### config.mk
export PLATFORM = sky130hd
export DESIGN_NAME = tagged_value_stream_checker_core
export DESIGN_NICKNAME = d
export VERILOG_FILES = /design/src/hdl/tvsc_pkg.sv /design/src/hdl/tagged_value_stream_checker_core.sv /design/src/hdl/tvsc_ctrl.sv /design/src/hdl/tvsc_datapath.sv
export VERILOG_INCLUDE_DIRS = /design/src /design/src/hdl
export SDC_FILE = /design/constraint.sdc
export NUM_CORES = 2
export LEC_CHECK = 0
export CORE_ASPECT_RATIO = 1.5
export CORE_MARGIN = 2
export CORE_UTILIZATION = 36
export DETAILED_ROUTE_END_ITERATION = 10
export DONT_BUFFER_PORTS = 1
export SETUP_SLACK_MARGIN = 0.15
export SLEW_MARGIN = 20
export SYNTH_ARGS = -nofsm -noshare
export SYNTH_HDL_FRONTEND = slang
export SYNTH_SLANG_ARGS = --single-unit
### constraint.sdc
create_clock -name clk -period 9.2 [get_ports clk]
set_input_delay 0.46 -clock clk [delete_from_list [all_inputs] [get_ports clk]]
set_output_delay 0.46 -clock clk [all_outputs]
set_load 0.05 [all_outputs]
### src/hdl/assert_macros.svh
// Assertion macros for the checker core
`ifndef ASSERT_MACROS_SVH
`define ASSERT_MACROS_SVH
`ifndef SYNTHESIS
`define ASSERT_IMPLIES(label, clk, rst_n, a, b) \
    label: assert property (@(posedge clk) disable iff (!rst_n) (a) |-> (b)) \
        else $error("assertion failed");
`define ASSERT_NEXT(label, clk, rst_n, a, b) \
    label: assert property (@(posedge clk) disable iff (!rst_n) (a) |=> (b)) \
        else $error("assertion failed");
`else
`define ASSERT_IMPLIES(label, clk, rst_n, a, b)
`define ASSERT_NEXT(label, clk, rst_n, a, b)
`endif
`endif

### src/hdl/tvsc_pkg.sv
`default_nettype none
package tvsc_pkg;
    localparam int STACK_DEPTH = 64;
    localparam int SP_W = $clog2(STACK_DEPTH);

    localparam logic [2:0] ROLE_TAG = 3'd0;
    localparam logic [2:0] ROLE_LEN = 3'd1;
    localparam logic [2:0] ROLE_INT = 3'd2;
    localparam logic [2:0] ROLE_STR = 3'd3;
    localparam logic [2:0] ROLE_RAW = 3'd4;
    localparam logic [2:0] ROLE_IGN = 3'd5;

    localparam logic [2:0] ST_OK    = 3'd0;
    localparam logic [2:0] ST_TAG   = 3'd1;
    localparam logic [2:0] ST_TRUNC = 3'd2;
    localparam logic [2:0] ST_DEEP  = 3'd3;
    localparam logic [2:0] ST_NODES = 3'd4;
    localparam logic [2:0] ST_UTF8  = 3'd5;
    localparam logic [2:0] ST_TRAIL = 3'd6;

    localparam logic [7:0] TAG_TRUE = 8'd2;
    localparam logic [7:0] TAG_INT  = 8'd3;
    localparam logic [7:0] TAG_STR  = 8'd4;
    localparam logic [7:0] TAG_RAW  = 8'd5;
    localparam logic [7:0] TAG_LIST = 8'd6;

    localparam logic [1:0] CFG_MAX_NODES = 2'd0;
    localparam logic [1:0] CFG_MAX_DEPTH = 2'd1;

    typedef enum logic [4:0] {
        PH_TAG  = 5'b00001,
        PH_LEN  = 5'b00010,
        PH_INT  = 5'b00100,
        PH_PAY  = 5'b01000,
        PH_DONE = 5'b10000
    } phase_t;

    typedef struct packed {
        logic [7:0] data_byte;
        logic       last_byte;
    } in_beat_t;

    typedef struct packed {
        logic [2:0] byte_role;
        logic [7:0] value_tag;
        logic [6:0] nest_depth;
        logic       value_done;
        logic [2:0] status;
        logic       end_of_buffer;
    } out_beat_t;

    // controller -> datapath
    typedef struct packed {
        logic take;     // latch input beat, run parse step
        logic pop;      // one pop-loop step over the stack
        logic emit;     // load output register
    } dp_cmd_t;

    // datapath -> controller
    typedef struct packed {
        logic closing;  // pop loop still running
    } dp_sts_t;
endpackage
`default_nettype wire

### src/hdl/tagged_value_stream_checker_core.sv
`default_nettype none
// Streaming checker for one tagged, length-prefixed value, one byte per beat.
// Each accepted beat yields exactly one result beat: the byte's role, the tag
// and nesting depth of its value, a top-level done flag and a sticky status
// (final at the beat marked last_byte, after which the parser clears for the
// next value). A beat passes through accept, closing check and result load, in
// that order. A byte that completes an element adds one stack step for the
// element and one more for every list that it closes, since the list-count
// stack is a memory with one write and one read port, stepped once per cycle.
// A result still held by a stalled receiver delays the result load and so the
// next accept. The user must write config (cfg_we/cfg_index/cfg_data) only
// while idle; the block does not enforce this. Indexes above 1 are ignored.
`include "assert_macros.svh"
module tagged_value_stream_checker_core (
    input  wire                 clk,
    input  wire                 rst_n,
    input  wire                 cfg_we,
    input  wire  [1:0]          cfg_index,
    input  wire  [31:0]         cfg_data,
    input  wire                 in_valid,
    output logic                in_stall,
    input  tvsc_pkg::in_beat_t  in_data,
    output logic                out_valid,
    input  wire                 out_stall,
    output tvsc_pkg::out_beat_t out_data
);
    import tvsc_pkg::*;

    dp_cmd_t cmd;
    dp_sts_t sts;

    // controller sequences accept, list closing and result hand-off
    tvsc_ctrl u_ctrl (
        .clk       (clk),
        .rst_n     (rst_n),
        .in_valid  (in_valid),
        .in_stall  (in_stall),
        .out_valid (out_valid),
        .out_stall (out_stall),
        .sts       (sts),
        .cmd       (cmd)
    );

    // datapath: parser state, UTF-8 checker, count stack, result register
    tvsc_datapath u_dp (
        .clk       (clk),
        .rst_n     (rst_n),
        .cfg_we    (cfg_we),
        .cfg_index (cfg_index),
        .cfg_data  (cfg_data),
        .in_beat   (in_data),
        .cmd       (cmd),
        .sts       (sts),
        .out_beat  (out_data)
    );

    // an accepted beat is never taken while another is in flight
    `ASSERT_NEXT(a_no_take_twice, clk, rst_n, cmd.take, !cmd.take)
    // result load only when the output register is free or draining
    `ASSERT_IMPLIES(a_emit_free, clk, rst_n, cmd.emit, !out_valid || !out_stall)
    // an ignored byte carries no tag
    `ASSERT_IMPLIES(a_ign_tag, clk, rst_n,
        out_valid && out_data.byte_role == ROLE_IGN, out_data.value_tag == 8'd0)
endmodule
`default_nettype wire

### src/hdl/tvsc_ctrl.sv
`default_nettype none
module tvsc_ctrl (
    input  wire               clk,
    input  wire               rst_n,
    input  wire               in_valid,
    output logic              in_stall,
    output logic              out_valid,
    input  wire               out_stall,
    input  tvsc_pkg::dp_sts_t sts,
    output tvsc_pkg::dp_cmd_t cmd
);
    import tvsc_pkg::*;

    typedef enum logic [2:0] {
        S_IDLE = 3'b001,
        S_POP  = 3'b010,
        S_EMIT = 3'b100
    } state_t;

    state_t state_reg, state_next;
    logic   ov_reg, ov_next;

    always_comb
    begin
        state_next = state_reg;
        ov_next = ov_reg;
        cmd = '0;
        in_stall = 1'b1;
        if (ov_reg && !out_stall)
            ov_next = 1'b0;
        unique case (state_reg)
            S_IDLE:
            begin
                in_stall = 1'b0;
                if (in_valid)
                begin
                    cmd.take = 1'b1;
                    state_next = S_POP;
                end
            end
            S_POP:
            begin
                if (sts.closing)
                    cmd.pop = 1'b1;
                else
                    state_next = S_EMIT;
            end
            S_EMIT:
            begin
                if (!ov_next)
                begin
                    cmd.emit = 1'b1;
                    ov_next = 1'b1;
                    state_next = S_IDLE;
                end
            end
            default: state_next = S_IDLE;
        endcase
    end

    always_ff @(posedge clk or negedge rst_n)
    begin
        if (!rst_n)
        begin
            state_reg <= S_IDLE;
            ov_reg <= 1'b0;
        end
        else
        begin
            state_reg <= state_next;
            ov_reg <= ov_next;
        end
    end

    assign out_valid = ov_reg;
endmodule
`default_nettype wire

### src/hdl/tvsc_datapath.sv
`default_nettype none
module tvsc_datapath (
    input  wire                 clk,
    input  wire                 rst_n,
    input  wire                 cfg_we,
    input  wire  [1:0]          cfg_index,
    input  wire  [31:0]         cfg_data,
    input  tvsc_pkg::in_beat_t  in_beat,
    input  tvsc_pkg::dp_cmd_t   cmd,
    output tvsc_pkg::dp_sts_t   sts,
    output tvsc_pkg::out_beat_t out_beat
);
    import tvsc_pkg::*;

    logic [31:0] max_nodes_reg;
    logic [6:0]  max_depth_reg;
    phase_t      phase_reg, phase_next;
    logic [2:0]  fcnt_reg, fcnt_next;
    logic [31:0] acc_reg, acc_next;
    logic [31:0] pay_reg, pay_next;
    logic [6:0]  lvl_reg, lvl_next;
    logic [31:0] nodes_reg, nodes_next;
    logic [1:0]  upend_reg, upend_next;
    logic [7:0]  ulo_reg, ulo_next, uhi_reg, uhi_next;
    logic        ubad_reg, ubad_next;
    logic [2:0]  err_reg, err_next;
    logic        top_reg, top_next;
    logic [7:0]  tag_reg, tag_next;
    logic        close_reg, close_next;
    logic        last_reg;
    out_beat_t   res_reg, res_next;
    out_beat_t   obuf_reg;

    logic [31:0] stack_mem [STACK_DEPTH];
    logic [31:0] stk_rd;
    logic        push;
    logic [SP_W-1:0] push_idx, top_idx;
    logic [31:0] push_val;

    // pop loop: stk_rd holds the entry at lvl-1 (read on entry, each pop step)
    logic [SP_W-1:0] rd_idx;
    logic [6:0]      rd_lvl;
    logic            pop_wr;

    always_comb
    begin
        logic [7:0] b;
        logic [31:0] acc;
        b = in_beat.data_byte;
        phase_next = phase_reg; fcnt_next = fcnt_reg; acc_next = acc_reg;
        pay_next = pay_reg; lvl_next = lvl_reg; nodes_next = nodes_reg;
        upend_next = upend_reg; ulo_next = ulo_reg; uhi_next = uhi_reg;
        ubad_next = ubad_reg; err_next = err_reg; top_next = top_reg;
        tag_next = tag_reg; close_next = close_reg; res_next = res_reg;
        push = 1'b0; push_val = acc_reg; pop_wr = 1'b0;
        acc = acc_reg;
        if (cmd.take)
        begin
            res_next = '0;
            res_next.byte_role = ROLE_IGN;
            res_next.end_of_buffer = in_beat.last_byte;
            close_next = 1'b0;
            if (err_reg == ST_OK)
            begin
                if (top_reg)
                    err_next = ST_TRAIL;
                else if (phase_reg == PH_TAG)
                begin
                    res_next.byte_role = ROLE_TAG;
                    res_next.value_tag = b;
                    res_next.nest_depth = lvl_reg;
                    nodes_next = (lvl_reg == 7'd0) ? max_nodes_reg : nodes_reg;
                    if (nodes_next == 32'd0)
                        err_next = ST_NODES;
                    else
                    begin
                        nodes_next = nodes_next - 32'd1;
                        tag_next = b;
                        fcnt_next = 3'd0;
                        acc_next = '0;
                        if (b <= TAG_TRUE)
                            close_next = 1'b1;
                        else if (b == TAG_INT)
                            phase_next = PH_INT;
                        else if (b == TAG_STR || b == TAG_RAW)
                            phase_next = PH_LEN;
                        else if (b == TAG_LIST)
                        begin
                            if (lvl_reg >= max_depth_reg || lvl_reg >= 7'(STACK_DEPTH))
                                err_next = ST_DEEP;
                            else
                                phase_next = PH_LEN;
                        end
                        else
                            err_next = ST_TAG;
                    end
                end
                else if (phase_reg == PH_LEN)
                begin
                    res_next.byte_role = ROLE_LEN;
                    res_next.value_tag = tag_reg;
                    res_next.nest_depth = lvl_reg;
                    acc = acc_reg | (32'(b) << {fcnt_reg[1:0], 3'b000});
                    acc_next = acc;
                    fcnt_next = fcnt_reg + 3'd1;
                    if (fcnt_reg == 3'd3)
                    begin
                        fcnt_next = 3'd0;
                        if (tag_reg == TAG_LIST)
                        begin
                            if (acc > nodes_reg)
                                err_next = ST_NODES;
                            else if (acc == 32'd0)
                                close_next = 1'b1;
                            else
                            begin
                                push = 1'b1;
                                push_val = acc;
                                lvl_next = lvl_reg + 7'd1;
                                phase_next = PH_TAG;
                            end
                        end
                        else
                        begin
                            pay_next = acc;
                            upend_next = 2'd0; ulo_next = 8'h80; uhi_next = 8'hBF;
                            ubad_next = 1'b0;
                            if (acc == 32'd0)
                                close_next = 1'b1;
                            else
                                phase_next = PH_PAY;
                        end
                    end
                end
                else if (phase_reg == PH_INT)
                begin
                    res_next.byte_role = ROLE_INT;
                    res_next.value_tag = tag_reg;
                    res_next.nest_depth = lvl_reg;
                    fcnt_next = fcnt_reg + 3'd1;
                    if (fcnt_reg == 3'd7)
                    begin
                        fcnt_next = 3'd0;
                        close_next = 1'b1;
                    end
                end
                else if (phase_reg == PH_PAY)
                begin
                    res_next.byte_role = (tag_reg == TAG_STR) ? ROLE_STR : ROLE_RAW;
                    res_next.value_tag = tag_reg;
                    res_next.nest_depth = lvl_reg;
                    if (tag_reg == TAG_STR && !ubad_reg)
                    begin
                        if (upend_reg != 2'd0)
                        begin
                            if (b < ulo_reg || b > uhi_reg)
                                ubad_next = 1'b1;
                            else
                            begin
                                upend_next = upend_reg - 2'd1;
                                ulo_next = 8'h80; uhi_next = 8'hBF;
                            end
                        end
                        else
                        begin
                            ulo_next = 8'h80; uhi_next = 8'hBF;
                            if (b <= 8'h7F)
                                upend_next = 2'd0;
                            else if (b >= 8'hC2 && b <= 8'hDF)
                                upend_next = 2'd1;
                            else if (b == 8'hE0)
                            begin
                                upend_next = 2'd2; ulo_next = 8'hA0;
                            end
                            else if (b == 8'hED)
                            begin
                                upend_next = 2'd2; uhi_next = 8'h9F;
                            end
                            else if (b >= 8'hE1 && b <= 8'hEF)
                                upend_next = 2'd2;
                            else if (b == 8'hF0)
                            begin
                                upend_next = 2'd3; ulo_next = 8'h90;
                            end
                            else if (b >= 8'hF1 && b <= 8'hF3)
                                upend_next = 2'd3;
                            else if (b == 8'hF4)
                            begin
                                upend_next = 2'd3; uhi_next = 8'h8F;
                            end
                            else
                                ubad_next = 1'b1;
                        end
                    end
                    pay_next = pay_reg - 32'd1;
                    if (pay_reg == 32'd1)
                    begin
                        if (tag_reg == TAG_STR && (ubad_next || upend_next != 2'd0))
                            err_next = ST_UTF8;
                        else
                            close_next = 1'b1;
                    end
                end
                else
                    err_next = ST_TRAIL;
            end
            if (close_next)
                phase_next = PH_TAG;
        end
        else if (cmd.pop)
        begin
            // one step of closing lists: decrement top count, or at level 0 mark the value done
            if (lvl_reg == 7'd0)
            begin
                top_next = 1'b1;
                phase_next = PH_DONE;
                res_next.value_done = 1'b1;
                close_next = 1'b0;
            end
            else
            begin
                pop_wr = 1'b1;
                if (stk_rd != 32'd1)
                    close_next = 1'b0;
                else
                    lvl_next = lvl_reg - 7'd1;
            end
        end
        else if (cmd.emit)
        begin
            if (last_reg && err_reg == ST_OK && !top_reg)
                res_next.status = ST_TRUNC;
            else
                res_next.status = err_reg;
        end
    end

    assign top_idx  = (lvl_reg == 7'd0) ? '0 : SP_W'(lvl_reg - 7'd1);
    assign push_idx = SP_W'(lvl_reg);
    assign rd_lvl   = (cmd.take) ? lvl_next : lvl_next;
    assign rd_idx   = (rd_lvl == 7'd0) ? '0 : SP_W'(rd_lvl - 7'd1);

    always_ff @(posedge clk)
    begin
        if (push)
            stack_mem[push_idx] <= push_val;
        else if (pop_wr)
            stack_mem[top_idx] <= stk_rd - 32'd1;
        stk_rd <= (push) ? push_val : stack_mem[rd_idx];
    end

    always_ff @(posedge clk or negedge rst_n)
    begin
        if (!rst_n)
        begin
            max_nodes_reg <= 32'd65536;
            max_depth_reg <= 7'd64;
            phase_reg <= PH_TAG; fcnt_reg <= '0; acc_reg <= '0; pay_reg <= '0;
            lvl_reg <= '0; nodes_reg <= 32'd65536; upend_reg <= '0;
            ulo_reg <= 8'h80; uhi_reg <= 8'hBF; ubad_reg <= 1'b0;
            err_reg <= ST_OK; top_reg <= 1'b0; tag_reg <= '0;
            close_reg <= 1'b0; last_reg <= 1'b0;
        end
        else
        begin
            if (cfg_we)
            begin
                unique case (cfg_index)
                    CFG_MAX_NODES: max_nodes_reg <= cfg_data;
                    CFG_MAX_DEPTH: max_depth_reg <= cfg_data[6:0];
                    default: ;
                endcase
            end
            if (cmd.take)
                last_reg <= in_beat.last_byte;
            if (cmd.emit && last_reg)
            begin
                phase_reg <= PH_TAG; fcnt_reg <= '0; acc_reg <= '0; pay_reg <= '0;
                lvl_reg <= '0; nodes_reg <= max_nodes_reg; upend_reg <= '0;
                ulo_reg <= 8'h80; uhi_reg <= 8'hBF; ubad_reg <= 1'b0;
                err_reg <= ST_OK; top_reg <= 1'b0; tag_reg <= '0;
                close_reg <= 1'b0;
            end
            else
            begin
                phase_reg <= phase_next; fcnt_reg <= fcnt_next; acc_reg <= acc_next;
                pay_reg <= pay_next; lvl_reg <= lvl_next; nodes_reg <= nodes_next;
                upend_reg <= upend_next; ulo_reg <= ulo_next; uhi_reg <= uhi_next;
                ubad_reg <= ubad_next; err_reg <= err_next; top_reg <= top_next;
                tag_reg <= tag_next; close_reg <= close_next;
            end
        end
    end

    always_ff @(posedge clk)
    begin
        res_reg <= res_next;
        if (cmd.emit)
        begin
            obuf_reg <= res_next;
        end
    end

    assign sts.closing = close_reg;
    assign out_beat = obuf_reg;
endmodule
`default_nettype wire

After elaboration in Yosys (flattened, before gate mapping)
Memory sizes are Yosys's and may differ from the RTL's.
Cells that the tools add are included.
{"block": "word_totals", "register_bits": 265, "ram_bits": 2048, "inputBits": 48, "elab_cells": 434, "n_memories": 1}
{"block": "classes", "addsub": 8, "order_cmp": 13, "eq_ne": 55, "n_shift": 1, "n_mux": 273, "bitwise_logic": 1, "n_reduce_logical": 50}
{"memory": "u_dp.stack_mem", "words": 64, "width": 32, "read_ports": 1, "rd_clocked_by_memory_dff": 0, "wr": 1, "line_no": "tvsc_datapath.sv:34", "text": "logic [31:0] stack_mem [STACK_DEPTH];"}
{"cell": "32-bit two-way mux", "count": 35}
{"cell": "8-bit two-way mux", "count": 44}
{"cell": "18-bit two-way mux", "count": 7}
{"cell": "3-bit two-way mux", "count": 36}
{"cell": "5-bit two-way mux", "count": 21}
{"cell": "32-bit by 1-bit subtractor with 32-bit output (second input constant)", "count": 3}
{"cell": "7-bit two-way mux", "count": 13}
{"cell": "1-bit two-way mux", "count": 83}
{"cell": "32-bit zero test", "count": 2}
{"cell": "2-bit two-way mux", "count": 28}
{"cell": "8-bit by 3-bit equality test with 1-bit output (second input constant)", "count": 5}
{"cell": "32-bit by 1-bit equality test with 1-bit output (second input constant)", "count": 1}
{"cell": "8-bit equality test (second input constant)", "count": 4}
{"cell": "32-bit > comparator", "count": 1}
{"cell": "32-bit by 1-bit != test with 1-bit output (second input constant)", "count": 1}
{"cell": "32-bit OR", "count": 1}
{"cell": "32-bit OR reduction", "count": 1}
{"cell": "8-bit by 5-bit << shifter with 32-bit output", "count": 1}
{"cell": "8-bit >= comparator (second input constant)", "count": 3}
{"cell": "8-bit <= comparator (second input constant)", "count": 3}
{"cell": "6-bit two-way mux", "count": 4}
{"cell": "5-bit by 3-bit != test with 1-bit output (second input constant)", "count": 3}
{"cell": "5-bit by 4-bit != test with 1-bit output (second input constant)", "count": 3}
{"cell": "5-bit AND reduction", "count": 3}
{"cell": "52 further kinds", "count": 95}

Longest topological paths before layout
{"block": "logic_depth", "ltp_word": 33, "depth_mapped": 33}

By module
Synthesis repeated with hierarchy kept, for this count alone.
{"block": "unflattened", "hier_cells": 7362, "area_unflattened_um2": 97900.1}
{"module": "tvsc_datapath", "n_inst": 1, "cells_per_inst": 7342, "area_per_inst_um2": 97689.9}
{"module": "tvsc_ctrl", "n_inst": 1, "cells_per_inst": 20, "area_per_inst_um2": 210.2}

Worst setup path after synthesis
No wires, ideal clock.
{"block": "synth_timing", "kind": "flip-flop to flip-flop", "startpoint": "register u_dp.fcnt_reg[1]", "endpoint": "register u_dp.stk_rd[12]", "setup_time_ps": 116, "arrival_time_ps": 6449, "t_required_ps": 9084, "setup_slack_ps": 2635, "stages_incl_launch_ff": 32, "cell_sequence": "dfrtp_1 > clkbuf_1 > and2_1 > clkbuf_1 > a21oi_1 > inv_1 > ha_1 > a21oi_1 > nand2_1 > a221oi_1 > mux2i_1 > a211oi_2 > o21ai_0 > and2_1 > buf_4 > inv_2 > buf_2 > buf_2 > buf_1 > clkbuf_1 > ha_1 > nor4b_2 > o211ai_1 > o21bai_2 > o31ai_4 > buf_2 > buf_2 > mux2i_1 > o22ai_1 > a31oi_1 > o311ai_0 > a31o_1"}
{"block": "synth_via", "elab_chain_len": 16, "word_cells_on_any_way": 37}
{"item": "start, declared", "line_no": "tvsc_datapath.sv:18", "text": "logic [2:0] fcnt_reg, fcnt_next;"}
{"item": "start signal, assigned", "line_no": "tvsc_datapath.sv:286", "text": "phase_reg <= phase_next; fcnt_reg <= fcnt_next; acc_reg <= acc_next;"}
{"item": "parallel branches: the longest is 15 deep, another holds 32-bit > comparator"}
{"item": "32-bit two-way mux (*)", "line_no": "tvsc_datapath.sv:249", "text": "stk_rd <= (push) ? push_val : stack_mem[rd_idx];"}
{"item": "end signal, assigned", "line_no": "tvsc_datapath.sv:249"}
{"item": "end, declared", "line_no": "tvsc_datapath.sv:35", "text": "logic [31:0] stk_rd;"}
Every way passes the cells marked *.
A chain may end at the register's enable or synchronous reset.

Final worst setup path
{"block": "layout_timing", "startpoint": "register u_dp.fcnt_reg[0]", "endpoint": "register u_dp.stk_rd[1]"}
The elaborated chain is that of the path after synthesis.

==> flow_summary.yaml <==
worst_setup_path:
  crit_path_start_kind: "register"
  crit_fanout: 27
  worstPathArrival_ns: 9.40
  path_class: "reg -> reg"
  cpLargestDelayFamily: "compound AO/OA/AOI/OAI gates"
  critical_path.n_buffers_inverters: 4
  cp_data_required_time_ns: 10.03
  critPathSlowestCell: "nor2_4"
  crit_path_end_kind: "register"
  cp_slowest_stage_delay_ns: 0.92
  cp_cell_sequence: "nor2b_1, a21oi_1, inv_1, ha_1, nand4_1, nor4_1, a211o_1, o211a_2, nand2_1, a22oi_1, ha_1, inv_1, nand3_2, nand2_4, nor2_4, buf_12, a21oi_1, a31oi_2, a311oi_1, a2111oi_1, buf_4, a31o_1"
timing:
  fin_crit_sh: 0.932
  setup_viol: 0
  skew_ns: 0.0716
  timing.fmax_mhz: 117
  tightest_slew_ns: 1.34
  slew_headroom: 0.103
  setup_slack_ns: 0.622
  rsz0062_at_grt: "no"
  hold_violations: 0
  setup-tns-final_ns: 0
  maxSlewViolCount: 0
  hold_ws_ns: 0.0460
  fin_crit_ns: 8.58
logic_synthesis:
  syn_inst: 7374
  yosys_most_used_dff: "edfxtp_1"
  synth_area_leaders: "edfxtp_1 64%, nand2_1 4.8%, dfrtp_1 4.3%"
  syn-mean-instance-area_um2: 13.1
  synth_cell_types: 103
  yosys_warnings: 0
  synthTopCellsByCount: "2,071 x edfxtp_1, 1,226 x nand2_1, 489 x a21oi_1"
  syn-cell-area_um2: 96700
  synth.most_common_cell: "edfxtp_1"
  synth_edf_count: 2071
  yosys.area.top_type: "edfxtp_1"
  async_flop_share: 0.0761
  synth_seq_cells: 2301
  seq_area_frac_synth: 0.700
  synth_fp_nets: 7479
  synth_top_area_frac: 0.643
floorplanning:
  core_um2: 268000
  die_w_um: 427
  io_pins: 73
  rows: 233
  fp.dieH_um: 639
  initial_core_util: 0.361
  die_area_um2: 273000
pwr:
  leakage_nw: 38.1
  powerDensity_nw_per_um2: 201
  ir_drop_v: 0.000150
cts:
  root_buffer: "clkbuf_16"
  h-tree-depth: 4
  clock_sinks: 2301
  cts_tree: "built"
  cts_max_path_buffers: 4
  numCtsBuffers: 213
  clkLatencyLatePin_ns: 0.93
  clk_pin_slew_ns: 0.07
route:
  routedWlPerCell_um: 33.5
  vias: 68900
  vias_per_cell: 6.13
  ant_nets: 0
  route.detailed.drc: 0
  wirelength_mm: 376
  dr.first_iter.drc_count: 9460
  first_pass_iters: 6
placement:
  detailed_place_hpwl_mm: 238
  pre_cts_slack_ns: 0.920
  io_buffers: 0
  gp_congestion: 1.03
  dpl-instance-area_um2: 104000
grt:
  grt_use_total: 0.270
  grt_pass1_wl_mm: 521
  grt_pass1_vias: 66300
  antenna_found_initial: 25
  grt_max_degree: 176
  grt.overflow.total: 0
final_layout:
  final_util: 0.415
  drive_gt1_frac: 0.128
  syn_to_final_growth_pct: 15.1
  largest_register_ffs: 2048
  top_register: "u_dp.stack_mem"
  num-nets-final: 7632
  fin_area_um2: 111000
hold_path:
  hold_class: "in -> reg"
outcome:
  status: "finished, final reports clean"
job:
  cap_violations: 0
==> tightest hold or removal path, cell delays in order <==
cell and delay, ns:
a21oi_1 0.21, nand2_1 0.12, a32o_1 0.15
==> timing repair <==
action / in CTS / in global routing
setup buffers: 0 / 0
gates resized for setup: 0 / 0
hold buffers: 50 / 0
hold endpoints to repair: 299 / 0
==> per-stage QoR <==
stage	power, mW	cells
finish	22.4	11200
detailed placement	13.5	10800
global placement	13.5	10800
global route	22.9	11200
floorplan	12.9	7374
CTS	22.4	11200
==> area by class of cell <==
type                    count  area [um^2]
repair buffers            439         4120
flip-flops and latches   2301        67700
well taps                3525         4410
multi-input cells        4464        27800
clock buffers             252         5570
diodes                     20         50.0
inverters                 108          413
fillers                 24300       157000
clock inverters           125         1250
==> layout by cell type (no fill, tap or decap), types with 22 or more instances in the layout <==
cell           count
or3_1             29
xnor2_1           24
inv_1            106
bufinv_16         22
nor2_4            69
o221ai_1         115
buf_12            43
nand3_1          285
nand2_1         1219
a21oi_1          451
nand4_1           44
a21oi_4           34
a31oi_1          154
mux2i_1          254
edfxtp_1        2071
o22ai_1           63
a211oi_1          63
dfxtp_1           55
nor4_1            42
nor2_1           262
clkbuf_1          33
o211ai_1          52
a22oi_1           25
a22o_1            35
clkbuf_16        216
a311oi_1          31
dfrtp_1          168
o21ai_0          289
clkinv_2          40
dlygate4sd3_1     49
and3_1            56
nand2b_1          23
mux2_2            72
clkinv_1          43
a221oi_1          68
ha_1              56
o31ai_1           49
nor3_1           117
buf_4            336
==> power by group <==
group	total [mW]	internal, mW	switching, mW
clock	8.96	4.94	4.03
combinational	1.51	0.415	1.10
sequential	11.9	11.7	0.220
total	22.4	17.0	5.34
==> routing by layer <==
metal | routed length, um | track usage | part of all wire | up-vias
li1 | - | - | - | 28600
met5 | 13 | 0 | 0.000035 | -
met3 | 34200 | 0.0562 | 0.091 | 1317
met4 | 42000 | 0.248 | 0.11 | 2
met1 | 122000 | 0.295 | 0.32 | 34600
met2 | 178000 | 0.439 | 0.47 | 4384
==> cell families after synthesis <==
| logic type | count (synthesis) | share of synthesized area |
|---|---|---|
| AND/OR/NAND/NOR | 2272 | 0.103 |
| AO/OA/AOI/OAI | 1733 | 0.119 |
| adder cells (fa/ha/maj) | 57 | 0.00738 |
| multiplexers | 357 | 0.0405 |
| flip-flops | 2301 | 0.700 |
| buffers and inverters | 609 | 0.0262 |
| XOR/XNOR | 45 | 0.00408 |
==> worst paths after layout <==
kind,start,end,slack (ns),cells after the start
min in group asynchronous,rst_n,u_dp.tag_reg[7]$_DFFE_PN0P_,0.28,2
max in group asynchronous,rst_n,u_dp.max_nodes_reg[21]$_DFFE_PN0P_,8.09,2
worst min register to register,u_dp.res_reg[16]$_DFF_P_,u_dp.res_reg[16]$_DFF_P_,0.47,2
worst max-delay path,u_dp.fcnt_reg[0]$_DFFE_PN0P_,u_dp.stk_rd[1]$_DFF_P_,0.62,22
worst min-delay path,in_data[4],u_dp.stk_rd[3]$_DFF_P_,0.05,3
worst max register to register,u_dp.fcnt_reg[0]$_DFFE_PN0P_,u_dp.stk_rd[1]$_DFF_P_,0.62,22
Note: power is estimated with default switching activity, not from simulation.
